File: src/ccp_pkg.sv
`timescale 1ns / 1ps
// Shared types and constants for the combined coordinate parser.
// No dependencies; imported by ccp_parser, ccp_scaler and the top level.
package ccp_pkg;

    localparam logic [7:0] CH_N     = 8'h4E;
    localparam logic [7:0] CH_S     = 8'h53;
    localparam logic [7:0] CH_E     = 8'h45;
    localparam logic [7:0] CH_W     = 8'h57;
    localparam logic [7:0] CH_SPACE = 8'h20;
    localparam logic [7:0] CH_ZERO  = 8'h30;
    localparam logic [7:0] CH_NINE  = 8'h39;

    localparam logic [3:0] POS_LAT_HEMI  = 4'd0;
    localparam logic [3:0] POS_LAT_LAST  = 4'd5;
    localparam logic [3:0] POS_LAT_DEG   = 4'd2;
    localparam logic [3:0] POS_MIDDLE    = 4'd6;
    localparam logic [3:0] POS_LON_FIRST = 4'd7;
    localparam logic [3:0] POS_LON_LAST  = 4'd12;
    localparam logic [3:0] POS_LON_SPACE = 4'd13;
    localparam logic [3:0] POS_MAX       = 4'd15;
    localparam logic [3:0] LEN_PLAIN     = 4'd13;
    localparam logic [3:0] LEN_SPACED    = 4'd14;
    localparam logic [3:0] LON_DEG_DIGITS = 4'd3;

    localparam logic [23:0] DEG_SCALE     = 24'd10000000;
    localparam logic [13:0] PLAIN_T_SCALE = 14'd10000;
    localparam logic [14:0] DM_T_SCALE    = 15'd16666;
    localparam logic [9:0]  RECIP3        = 10'd683;

    typedef struct packed {
        logic       ok;
        logic       lat_south;
        logic       lon_west;
        logic       dec_min;
        logic [6:0] lat_deg;
        logic [9:0] lat_t;
        logic [9:0] lon_deg;
        logic [9:0] lon_t;
    } capture_t;

    typedef struct packed {
        logic        ok;
        logic        lat_south;
        logic        lon_west;
        logic [30:0] lat_a;
        logic [23:0] lat_b;
        logic [33:0] lon_a;
        logic [23:0] lon_b;
    } products_t;

endpackage

File: src/combined_coordinate_parser.sv
`timescale 1ns / 1ps
// A result passes through three registers after the accepted last byte: parse capture,
// scaling products, then the sign/sum output register. Throughput is one byte per cycle;
// the three-stage pipeline advances whenever the output register is empty or taken.
// Reset (rst_n, async low) clears parse state, pipeline valids and decimal_minutes.
// Depends on ccp_pkg, ccp_parser and ccp_scaler.
module combined_coordinate_parser
(
    input  logic        clk,
    input  logic        rst_n,
    input  logic        s_tvalid,
    output logic        s_tready,
    input  logic [7:0]  s_tdata,   // [7:0] char_byte
    input  logic        s_tlast,   // end_of_string
    output logic        m_tvalid,
    input  logic        m_tready,
    output logic [71:0] m_tdata,   // [30:0] latitude, [65:31] longitude, [71:66] zero
    output logic        m_tuser,   // valid_res
    input  logic        cfg_valid,
    output logic        cfg_ready,
    input  logic        cfg_data   // decimal_minutes
);
    import ccp_pkg::*;

    logic        advance;
    logic        accept;
    logic        dec_min_reg;
    logic        cap_valid;
    capture_t    cap;
    logic        prod_valid;
    products_t   prod;

    logic        out_valid_reg, out_valid_next;
    logic        ok_reg;
    logic [30:0] lat_reg, lat_next;
    logic [34:0] lon_reg, lon_next;
    logic [30:0] lat_mag;
    logic [34:0] lon_mag;

    assign advance   = !out_valid_reg || m_tready;
    assign s_tready  = advance;
    assign accept    = s_tvalid && advance;
    assign cfg_ready = 1'b1;

    always_ff @(posedge clk or negedge rst_n)
    begin
        if (!rst_n)
            dec_min_reg <= 1'b0;
        else if (cfg_valid)
            dec_min_reg <= cfg_data;
    end

    ccp_parser u_parser
    (
        .clk       (clk),
        .rst_n     (rst_n),
        .accept    (accept),
        .advance   (advance),
        .char_byte (s_tdata),
        .last      (s_tlast),
        .dec_min   (dec_min_reg),
        .cap_valid (cap_valid),
        .cap       (cap)
    );

    ccp_scaler u_scaler
    (
        .clk        (clk),
        .rst_n      (rst_n),
        .advance    (advance),
        .cap_valid  (cap_valid),
        .cap        (cap),
        .prod_valid (prod_valid),
        .prod       (prod)
    );

    always_comb
    begin
        lat_mag = prod.lat_a + 31'(prod.lat_b);
        lon_mag = 35'(prod.lon_a) + 35'(prod.lon_b);

        if (!prod.ok)
            lat_next = '0;
        else if (prod.lat_south)
            lat_next = -lat_mag;
        else
            lat_next = lat_mag;

        if (!prod.ok)
            lon_next = '0;
        else if (prod.lon_west)
            lon_next = -lon_mag;
        else
            lon_next = lon_mag;

        out_valid_next = advance ? prod_valid : out_valid_reg;
    end

    always_ff @(posedge clk or negedge rst_n)
    begin
        if (!rst_n)
            out_valid_reg <= 1'b0;
        else
            out_valid_reg <= out_valid_next;
    end

    always_ff @(posedge clk)
    begin
        if (advance && prod_valid)
        begin
            ok_reg  <= prod.ok;
            lat_reg <= lat_next;
            lon_reg <= lon_next;
        end
    end

    assign m_tvalid = out_valid_reg;
    assign m_tuser  = ok_reg;
    assign m_tdata  = {6'd0, lon_reg, lat_reg};

endmodule

File: src/ccp_parser.sv
`timescale 1ns / 1ps
// Character parser: per-byte format check and digit accumulation.
// Depends on ccp_pkg; captures the finished fields on the last byte.
module ccp_parser
(
    input  logic               clk,
    input  logic               rst_n,
    input  logic               accept,
    input  logic               advance,
    input  logic [7:0]         char_byte,
    input  logic               last,
    input  logic               dec_min,
    output logic               cap_valid,
    output ccp_pkg::capture_t  cap
);
    import ccp_pkg::*;

    logic [3:0] pos_reg, pos_next, pos_upd;
    logic       sp_reg, sp_next, sp_upd;
    logic       south_reg, south_next, south_upd;
    logic       west_reg, west_next, west_upd;
    logic       fmt_reg, fmt_next, fmt_upd;
    logic [6:0] lat_deg_reg, lat_deg_next, lat_deg_upd;
    logic [9:0] lat_t_reg, lat_t_next, lat_t_upd;
    logic [9:0] lon_deg_reg, lon_deg_next, lon_deg_upd;
    logic [9:0] lon_t_reg, lon_t_next, lon_t_upd;
    logic       cap_valid_reg, cap_valid_next;
    capture_t   cap_reg, cap_next;

    logic       is_digit;
    logic [3:0] digit;
    logic [3:0] lon_k;
    logic       take_middle;
    logic       take_lon;
    logic [3:0] needed;

    always_comb
    begin
        is_digit    = (char_byte >= CH_ZERO) && (char_byte <= CH_NINE);
        digit       = char_byte[3:0];
        lon_k       = pos_reg - POS_LON_FIRST - {3'd0, sp_reg};
        take_middle = 1'b0;
        take_lon    = 1'b0;

        pos_upd     = pos_reg;
        sp_upd      = sp_reg;
        south_upd   = south_reg;
        west_upd    = west_reg;
        fmt_upd     = fmt_reg;
        lat_deg_upd = lat_deg_reg;
        lat_t_upd   = lat_t_reg;
        lon_deg_upd = lon_deg_reg;
        lon_t_upd   = lon_t_reg;

        if (pos_reg == POS_LAT_HEMI)
        begin
            if (char_byte == CH_N)
                south_upd = 1'b0;
            else if (char_byte == CH_S)
                south_upd = 1'b1;
            else
                fmt_upd = 1'b0;
        end
        else if (pos_reg <= POS_LAT_LAST)
        begin
            if (!is_digit)
                fmt_upd = 1'b0;
            else if (pos_reg <= POS_LAT_DEG)
                lat_deg_upd = 7'(lat_deg_reg * 7'd10 + 7'(digit));
            else
                lat_t_upd = 10'(lat_t_reg * 10'd10 + 10'(digit));
        end
        else if (pos_reg == POS_MIDDLE)
        begin
            if (char_byte == CH_SPACE)
                sp_upd = 1'b1;
            else
                take_middle = 1'b1;
        end
        else if (pos_reg == POS_LON_FIRST)
        begin
            take_middle = sp_reg;
            take_lon    = !sp_reg;
        end
        else if (pos_reg <= POS_LON_LAST)
        begin
            take_lon = 1'b1;
        end
        else if (pos_reg == POS_LON_SPACE)
        begin
            take_lon = sp_reg;
        end

        if (take_middle)
        begin
            if (char_byte == CH_E)
                west_upd = 1'b0;
            else if (char_byte == CH_W)
                west_upd = 1'b1;
            else
                fmt_upd = 1'b0;
        end

        if (take_lon)
        begin
            if (!is_digit)
                fmt_upd = 1'b0;
            else if (lon_k < LON_DEG_DIGITS)
                lon_deg_upd = 10'(lon_deg_reg * 10'd10 + 10'(digit));
            else
                lon_t_upd = 10'(lon_t_reg * 10'd10 + 10'(digit));
        end

        if (pos_reg != POS_MAX)
            pos_upd = pos_reg + 4'd1;

        needed = sp_upd ? LEN_SPACED : LEN_PLAIN;

        cap_next.ok        = fmt_upd && (pos_upd >= needed);
        cap_next.lat_south = south_upd;
        cap_next.lon_west  = west_upd;
        cap_next.dec_min   = dec_min;
        cap_next.lat_deg   = lat_deg_upd;
        cap_next.lat_t     = lat_t_upd;
        cap_next.lon_deg   = lon_deg_upd;
        cap_next.lon_t     = lon_t_upd;

        pos_next     = pos_reg;
        sp_next      = sp_reg;
        south_next   = south_reg;
        west_next    = west_reg;
        fmt_next     = fmt_reg;
        lat_deg_next = lat_deg_reg;
        lat_t_next   = lat_t_reg;
        lon_deg_next = lon_deg_reg;
        lon_t_next   = lon_t_reg;

        if (accept)
        begin
            if (last)
            begin
                pos_next     = 4'd0;
                sp_next      = 1'b0;
                south_next   = 1'b0;
                west_next    = 1'b0;
                fmt_next     = 1'b1;
                lat_deg_next = '0;
                lat_t_next   = '0;
                lon_deg_next = '0;
                lon_t_next   = '0;
            end
            else
            begin
                pos_next     = pos_upd;
                sp_next      = sp_upd;
                south_next   = south_upd;
                west_next    = west_upd;
                fmt_next     = fmt_upd;
                lat_deg_next = lat_deg_upd;
                lat_t_next   = lat_t_upd;
                lon_deg_next = lon_deg_upd;
                lon_t_next   = lon_t_upd;
            end
        end

        cap_valid_next = advance ? (accept && last) : cap_valid_reg;
    end

    always_ff @(posedge clk or negedge rst_n)
    begin
        if (!rst_n)
        begin
            pos_reg       <= '0;
            sp_reg        <= 1'b0;
            south_reg     <= 1'b0;
            west_reg      <= 1'b0;
            fmt_reg       <= 1'b1;
            lat_deg_reg   <= '0;
            lat_t_reg     <= '0;
            lon_deg_reg   <= '0;
            lon_t_reg     <= '0;
            cap_valid_reg <= 1'b0;
        end
        else
        begin
            pos_reg       <= pos_next;
            sp_reg        <= sp_next;
            south_reg     <= south_next;
            west_reg      <= west_next;
            fmt_reg       <= fmt_next;
            lat_deg_reg   <= lat_deg_next;
            lat_t_reg     <= lat_t_next;
            lon_deg_reg   <= lon_deg_next;
            lon_t_reg     <= lon_t_next;
            cap_valid_reg <= cap_valid_next;
        end
    end

    always_ff @(posedge clk)
    begin
        if (accept && last)
            cap_reg <= cap_next;
    end

    assign cap_valid = cap_valid_reg;
    assign cap       = cap_reg;

endmodule

File: src/ccp_scaler.sv
`timescale 1ns / 1ps
// Scaling stage: degree and fraction products in 1e-7 degree units.
// Depends on ccp_pkg; fraction rounding uses a reciprocal-of-3 multiply.
module ccp_scaler
(
    input  logic                clk,
    input  logic                rst_n,
    input  logic                advance,
    input  logic                cap_valid,
    input  ccp_pkg::capture_t   cap,
    output logic                prod_valid,
    output ccp_pkg::products_t  prod
);
    import ccp_pkg::*;

    logic      prod_valid_reg, prod_valid_next;
    products_t prod_reg, prod_next;

    logic [20:0] lat_q_prod, lon_q_prod;
    logic [23:0] lat_frac, lon_frac;

    always_comb
    begin
        // (2t+1)/3 for t below 1000
        lat_q_prod = 21'({cap.lat_t, 1'b1}) * 21'(RECIP3);
        lon_q_prod = 21'({cap.lon_t, 1'b1}) * 21'(RECIP3);

        if (cap.dec_min)
        begin
            lat_frac = 24'(cap.lat_t) * 24'(DM_T_SCALE) + 24'(lat_q_prod[20:11]);
            lon_frac = 24'(cap.lon_t) * 24'(DM_T_SCALE) + 24'(lon_q_prod[20:11]);
        end
        else
        begin
            lat_frac = 24'(cap.lat_t) * 24'(PLAIN_T_SCALE);
            lon_frac = 24'(cap.lon_t) * 24'(PLAIN_T_SCALE);
        end

        prod_next.ok        = cap.ok;
        prod_next.lat_south = cap.lat_south;
        prod_next.lon_west  = cap.lon_west;
        prod_next.lat_a     = 31'(cap.lat_deg) * 31'(DEG_SCALE);
        prod_next.lat_b     = lat_frac;
        prod_next.lon_a     = 34'(cap.lon_deg) * 34'(DEG_SCALE);
        prod_next.lon_b     = lon_frac;

        prod_valid_next = advance ? cap_valid : prod_valid_reg;
    end

    always_ff @(posedge clk or negedge rst_n)
    begin
        if (!rst_n)
            prod_valid_reg <= 1'b0;
        else
            prod_valid_reg <= prod_valid_next;
    end

    always_ff @(posedge clk)
    begin
        if (advance && cap_valid)
            prod_reg <= prod_next;
    end

    assign prod_valid = prod_valid_reg;
    assign prod       = prod_reg;

endmodule

File: config.mk
export PLATFORM = sky130hd
export DESIGN_NAME = combined_coordinate_parser
export DESIGN_NICKNAME = d
export VERILOG_FILES = /design/src/ccp_pkg.sv /design/src/combined_coordinate_parser.sv /design/src/ccp_parser.sv /design/src/ccp_scaler.sv
export SDC_FILE = /design/constraint.sdc
export NUM_CORES = 1
export LEC_CHECK = 0
export ABC_CLOCK_PERIOD_IN_PS = 8200
export BUFFER_PORTS_ARGS = -buffer_cell sky130_fd_sc_hd__buf_2
export CAP_MARGIN = 0
export CORE_ASPECT_RATIO = 0.5
export CORE_MARGIN = 2
export CORE_UTILIZATION = 60
export CTS_CLUSTER_SIZE = 40
export DETAILED_ROUTE_END_ITERATION = 16
export GPL_ROUTABILITY_DRIVEN = 0
export PLACE_DENSITY = 0.76
export SETUP_SLACK_MARGIN = 0.2
export SKIP_LAST_GASP = 1
export SLEW_MARGIN = 10
export SYNTH_ARGS = -nofsm -noshare
export SYNTH_HDL_FRONTEND = slang
export SYNTH_HIERARCHICAL = 1
export SYNTH_SLANG_ARGS = --single-unit
File: constraint.sdc
create_clock -name clk -period 8.2 [get_ports clk]
set_input_delay 0.82 -clock clk [delete_from_list [all_inputs] [get_ports clk]]
set_output_delay 0.82 -clock clk [all_outputs]
set_load 0.02 [all_outputs]
==> metrics.csv, run 1 <==
metric,value,unit
status,completed,
synthesis-to-layout area growth,6.361,%
cell with the most instances after synthesis,ha_1,
Vias/cell,5.919,
met2 wire length,35830,microns
# Post-CTS Setup Buffers,0,
GR Util All Layers,27.05,%
Clock Path Buffers,3,
worst reg2reg path depth,26,
I/O pin count,91,
CTS Sinks,259,
Main synth FF type,edfxtp_1,
type of the worst min-delay path,input port to async pin,
Startpoint Class,flip-flop,
Worst R2R Setup Slack,0.67,ns
first-pass GRT wire length,125400,microns
nets@finish,4285,
Slew headroom,27.30,%
Peak supply drop,0.1712,mV
WL met1,34950,microns
"Period Utilization, post-route",91.82,%
met3 wire len,3558,microns
Setup CP Type,flip-flop to flip-flop,
Crit. End Element,flip-flop,
Max-Cap Viols,0,
unrepaired setup endpoints after global routing,false,
drt first pass iters,7,
layout cell share with drive strength beyond 1,8.021,%
post-synth top area cell,ha_1,
final setup fails,0,
clock latency at the later pin of the worst-skew pair,0.58,ns
clock skew,0.01680,ns
Post-synth EDFFs,210,
Worst Max-Slew Pin Slew,1.091,ns
largest net degree at the start of global routing,68,
hold slack,0.3871,ns
Total Die Area,0.05695,sq mm
Num CTS Buffers,27,
Die Width,335.5,microns
Synth area leaders,"ha_1, edfxtp_1, fa_1",
# hold bufs at CTS,0,
Post-Syn Area,0.03297,sq mm
Synth cell types,122,
DRC violation count after routing,0,
final hold vios,0,
hpwl dp,61030,microns
Core Rows,60,
Starting Density,60.99,%
core area,0.05405,sq mm
worst-path maximum fanout,5,
max reg flops,102,
post-synth top area share,23.99,%
register area share after synthesis,22.85,%
Vias,24900,
Max Transition Viols Final,0,
1st-iter DRT viols,1640,
clk slew on worst S/H paths,0.06,ns
Yosys reg bits,259,
worst reg2reg path endpoint,u_scaler/prod[81],
cells after synthesis,3399,
Avg Synthesized Cell Area,9.699,sq um
grt ovf,0,
Max Fclk,132.8,MHz
Synth top cells by count,"ha_1, inv_1, edfxtp_1",
CTS H-tree depth,1,
antenna violations before repair,1,
port buffer count,83,
DRT Wirelength,75760,microns
Root Buffer Master,clkbuf_16,
Antenna Violating Nets Remaining,0,
final setup TNS,0,ns
Die Ht,169.8,microns
Crit path required time,8.59,ns
CP arrival,7.92,ns
vias in the first global route,25140,
highest metal used,met4,
CTS tree,built,
WL/cell,18.01,microns
Period minus WS final,7.529,ns
synth warn,6,
leakage,16.82,nW
"FFs w/ async S/R, synth",18.92,%
worst r2r src,u_parser/cap[20],
Power Dens Cells,269.2,mW/mm^2
through the flow:
| stage | instance area [sq um] | utilization [%] | power, W | std cells | worst slack, ns |
|---|---|---|---|---|---|
| floorplan | 33040 | - | 0.006523 | 3417 | 0.8108 |
| CTS | 35020 | 64.79 | 0.009361 | 4204 | 0.3325 |
| detailed placement | 34140 | 63.15 | 0.008035 | 4156 | 0.1508 |
| global placement | 34140 | 63.15 | 0.007845 | 4156 | 0.4181 |
| global route | 35060 | 64.86 | 0.01023 | 4204 | 0.1915 |
| finish | 35060 | 64.87 | 0.009439 | 4207 | 0.6708 |
worst max-delay path by stage:
stage,slack (ns),cells past startpoint,startpoint,endpoint
floorplan,0.81,25,u_parser/cap[22],u_scaler/prod[81]
global placement,0.42,26,u_parser/cap[20],u_scaler/prod[81]
detailed placement,0.15,26,u_parser/cap[20],u_scaler/prod[81]
CTS,0.33,26,u_parser/cap[20],u_scaler/prod[81]
global route,0.19,26,u_parser/cap[20],u_scaler/prod[81]
finish,0.67,26,u_parser/cap[20],u_scaler/prod[81]
timing repair:
| item | in CTS | in global routing |
|---|---|---|
| resized for setup | 1 | 5 |
| pin swaps | 0 | 1 |
| setup endpoints to repair | 1 | 3 |
cell usage in the layout (no fill, tap or decap), types with 48 or more instances in the layout:
master	instances
buf_2	83
nand2_1	159
nand3_1	68
edfxtp_1	210
inv_1	438
xnor2_1	151
xor2_1	110
nor3_1	64
nor2_1	201
a21o_1	64
a21oi_1	175
fa_1	166
o21ai_0	93
dfrtp_1	48
ha_1	632
power by group:
part	switching (W)	leakage, nW	total, W	internal [W]
Combinational	0.00379	13.8	0.00625	0.00246
Sequential	0.000117	2.65	0.00193	0.00182
Clock	0.000554	0.416	0.00125	0.000699
per-layer routing:
metal / GRT usage (%) / up-vias
met5: 0 / -
li1: - / 12250
met1: 36.00 / 12020
met4: 5.713 / 0
met3: 3.531 / 101
met2: 47.29 / 529
worst max-delay path: stages, from the launching register on:
cell and delay, ns:
edfxtp_1 0.39, ha_1 0.37, inv_1 0.10, fa_1 0.48, inv_1 0.05, fa_1 0.51, inv_1 0.07, fa_1 0.53
inv_1 0.06, fa_1 0.45, ha_1 0.31, and3_1 0.18, a221o_1 0.40, a221oi_4 0.32, nor3_1 0.17, or4_1 0.52
o2111ai_1 0.14, ha_1 0.23, a2111oi_0 0.12, buf_4 0.17, nor2b_1 0.14, a221oi_2 0.43, nand2_2 0.16, a2111oi_4 0.39
o2111ai_2 0.17, and3_1 0.24, a211oi_1 0.24
cells by family (layout without fill, tap and decap cells):
group	count (synthesis)	after routing	share of synthesized area, %
other	3	24	0.03415
AND/OR/NAND/NOR	800	800	12.90
flip-flops	259	259	22.85
XOR/XNOR	264	264	7.139
buffers and inverters	527	601	6.349
multiplexers	55	55	1.898
AO/OA/AOI/OAI	693	693	14.76
adder cells (fa/ha/maj)	798	798	34.07
final cells by class:
type                       count  area [sq um]
clock buffer                  28         679.4
tap                          713         892.1
multi-input combinational   2631         23470
antenna                        3         7.507
inverter                     441          1655
fill                        4318         18990
clock inverter                20         197.7
timing repair buffer         112         633.1
sequential                   259          7533
(Power assumes the default switching activity.)
==> inputs of run 2 (changes only) <==
ABC_CLOCK_PERIOD_IN_PS = 9510   (was 8200)
clock period = 9.51 ns   (was 8.2 ns; I/O delays follow)
==> run 2 against run 1 <==
Compared with the run above:
- utilization down 0.34 points
- cell count decreased by 0.43%
- power decreased by 14%
- register-to-register slack better by 0.48 ns
- count of clock-buffer cells in the layout unchanged
- wire length is 0.54% higher
- maximum frequency is 9.9% lower
- non-clock buffer count fell by 17
- sequential cell count unchanged
- critical path depth did not move
- first-iteration DRC count is 3.5% higher
==> metrics.csv, run 2 (synthesis gave the netlist of run 1 again) <==
metric,value,unit,change
# hold bufs at CTS,0,,unchanged
"commonest cells after routing, fill and taps aside","ha_1, inv_1, edfxtp_1",,unchanged
"Period Utilization, post-route",87.85,%,was 91.82%
Starting Density,60.99,%,unchanged
Peak supply drop,0.1459,mV,was 0.1712 mV
antenna cell count,0,,was 3
Vias/cell,5.963,,was 5.919
final hold vios,0,,unchanged
largest net degree at the start of global routing,68,,unchanged
worst reg2reg path depth,26,,unchanged
DRT Wirelength,76170,microns,"was 75,760 microns"
drt first pass iters,5,,was 7
clock latency at the later pin of the worst-skew pair,0.59,ns,was 0.58 ns
worst-path maximum fanout,12,,was 5
GR peak layer,met2,,unchanged
nets@finish,4268,,"was 4,285"
Die Ht,169.8,microns,unchanged
worst setup margin,1.156,ns,was 0.6708 ns
WL/cell,18.18,microns,was 18.01 microns
status,completed,,unchanged
max incr delay on CP,0.67,ns,was 0.53 ns
antenna violations before repair,0,,was 1
Slew headroom,29.18,%,was 27.30%
layout cell share with drive strength beyond 1,7.509,%,was 8.021%
fin util,64.54,%,was 64.87%
"leading cell type in the layout, fill and taps excluded",ha_1,,unchanged
Max Transition Viols Final,0,,unchanged
max reg flops,102,,unchanged
Max-Cap Viols,0,,unchanged
Crit path max-delay family,adder cells,,unchanged
Setup CP Type,flip-flop to flip-flop,,unchanged
vias in the first global route,25040,,"was 25,140"
CTS tree,built,,unchanged
Worst path depth,26,,unchanged
Crit path required time,9.92,ns,was 8.59 ns
1st-iter DRT viols,1697,,"was 1,640"
CP arrival,8.76,ns,was 7.92 ns
Worst Path Buf+Inv,5,,unchanged
area taken by multi-input logic gates,0.02342,sq mm,was 0.02347 sq mm
port buffer count,83,,unchanged
met1 Resource Use GR,36.87,%,was 36.00%
I/O pin count,91,,unchanged
GR Util All Layers,27.16,%,was 27.05%
core area,0.05405,sq mm,unchanged
met2 Use GR,46.76,%,was 47.29%
CP max-delay cell,edfxtp_1,,was fa_1
final setup fails,0,,unchanged
# Post-CTS Setup Buffers,0,,unchanged
final setup TNS,0,ns,unchanged
Power Dens Cells,231.6,mW/mm^2,was 269.2 mW/mm^2
Antenna Violating Nets Remaining,0,,unchanged
M3 GR Usage,3.473,%,was 3.531%
hold depth,0,,
Area after DPL,0.03401,sq mm,was 0.03414 sq mm
Total Die Area,0.05695,sq mm,unchanged
Worst Setup Slack post-DPL,1.337,ns,was 0.1508 ns
Vias,24980,,"was 24,900"
Core Rows,60,,unchanged
Max Fclk,119.7,MHz,was 132.8 MHz
type of the worst min-delay path,flip-flop to flip-flop,,was input port to async pin
CTS H-tree depth,1,,unchanged
post-CTS resize count,0,,was 1
unrepaired setup endpoints after global routing,false,,unchanged
Die Width,335.5,microns,unchanged
synthesis-to-layout area growth,5.811,%,was 6.361%
Final Cell Area,0.03488,sq mm,was 0.03506 sq mm
clock skew,0.01695,ns,was 0.01680 ns
CTS Sinks,259,,unchanged
Startpoint Class,flip-flop,,unchanged
hpwl dp,60870,microns,"was 61,030 microns"
# fillers,4382,,"was 4,318"
grt ovf,0,,unchanged
Num CTS Buffers,27,,unchanged
Root Buffer Master,clkbuf_16,,unchanged
Crit. End Element,flip-flop,,unchanged
Sequential Area,0.007533,sq mm,unchanged
Period minus WS final,8.354,ns,was 7.529 ns
leakage,16.73,nW,was 16.82 nW
DRC violation count after routing,0,,unchanged
Clock Path Buffers,3,,unchanged
Worst Max-Slew Pin Slew,1.062,ns,was 1.091 ns
first-pass GRT wire length,125700,microns,"was 125,400 microns"
clk slew on worst S/H paths,0.07,ns,was 0.06 ns
## run 2: changes by cell type in the layout (fill, tap and decap cells not counted), moves of 2 or more
cell	previous run	this run
bufinv_16	3	1
buf_4	29	12
diode_2	3	0
a221oi_1	4	6
inv_8	0	2
clkinv_8	0	2
## run 2: final cells by class
| cell class | count | area share [%] |
|---|---|---|
| Clock inverter | 22 | 0.5631 |
| Multi-Input combinational cell | 2631 | 67.14 |
| Clock buffer | 28 | 1.948 |
| Timing Repair Buffer | 95 | 1.449 |
| Tap cell | 713 | 2.557 |
| Sequential cell | 259 | 21.60 |
| Inverter | 441 | 4.745 |
## run 2: path summary, 6_finish.rpt
kind | start | endpoint | slack, ns
worst max-delay path | u_parser/cap[22] | u_scaler/prod[81] | 1.16
worst min-delay path | u_parser/cap[39] | u_scaler/prod[114] | 0.43
worst max register to register | u_parser/cap[22] | u_scaler/prod[81] | 1.16
worst min register to register | u_parser/cap[39] | u_scaler/prod[114] | 0.43
max in group asynchronous | rst_n | u_parser/lat_t_reg[4] | 8.51
min in group asynchronous | rst_n | u_parser/lon_deg_reg[5] | 0.50
## run 2: worst register-to-register path, stage by stage, from the launching register on
cell and delay, ns:
edfxtp_1 0.67, ha_1 0.47, inv_1 0.09, fa_1 0.48
inv_1 0.06, fa_1 0.50, inv_1 0.06, fa_1 0.53
inv_1 0.06, fa_1 0.46, ha_1 0.32, and3_1 0.19
a221o_1 0.39, a221oi_1 0.43, nor3_1 0.21, or4_1 0.54
o2111ai_1 0.13, ha_1 0.22, a2111oi_0 0.11, buf_4 0.17
nor2b_1 0.13, a221oi_1 0.49, nand2_1 0.23, a2111oi_2 0.52
o2111ai_1 0.23, and3_1 0.24, a211oi_1 0.25
## run 2: metrics by stage
| stage | hold slack (ns) | power (W) | cells |
|---|---|---|---|
| after floorplan | 0.4003 | 0.005624 | 3417 |
| after detailed placement | 0.4153 | 0.006908 | 4139 |
| final | 0.4282 | 0.008081 | 4189 |
| after CTS | 0.4328 | 0.008030 | 4189 |
| after global placement | 0.4116 | 0.006766 | 4139 |
| after global routing | 0.4444 | 0.008752 | 4189 |
## run 2: power by group
| group | switching (W) | internal (W) |
|---|---|---|
| Clock | 0.000505 | 0.000562 |
| Combinational | 0.00322 | 0.00211 |
| Sequential | 0.000118 | 0.00157 |
## run 2: per-layer routing
layer | part of all wire (%) | wire (microns)
met4 | 1.9 | 1464
met3 | 5.2 | 3964
met2 | 47 | 35580
met5 | 0 | 0
met1 | 46 | 35160
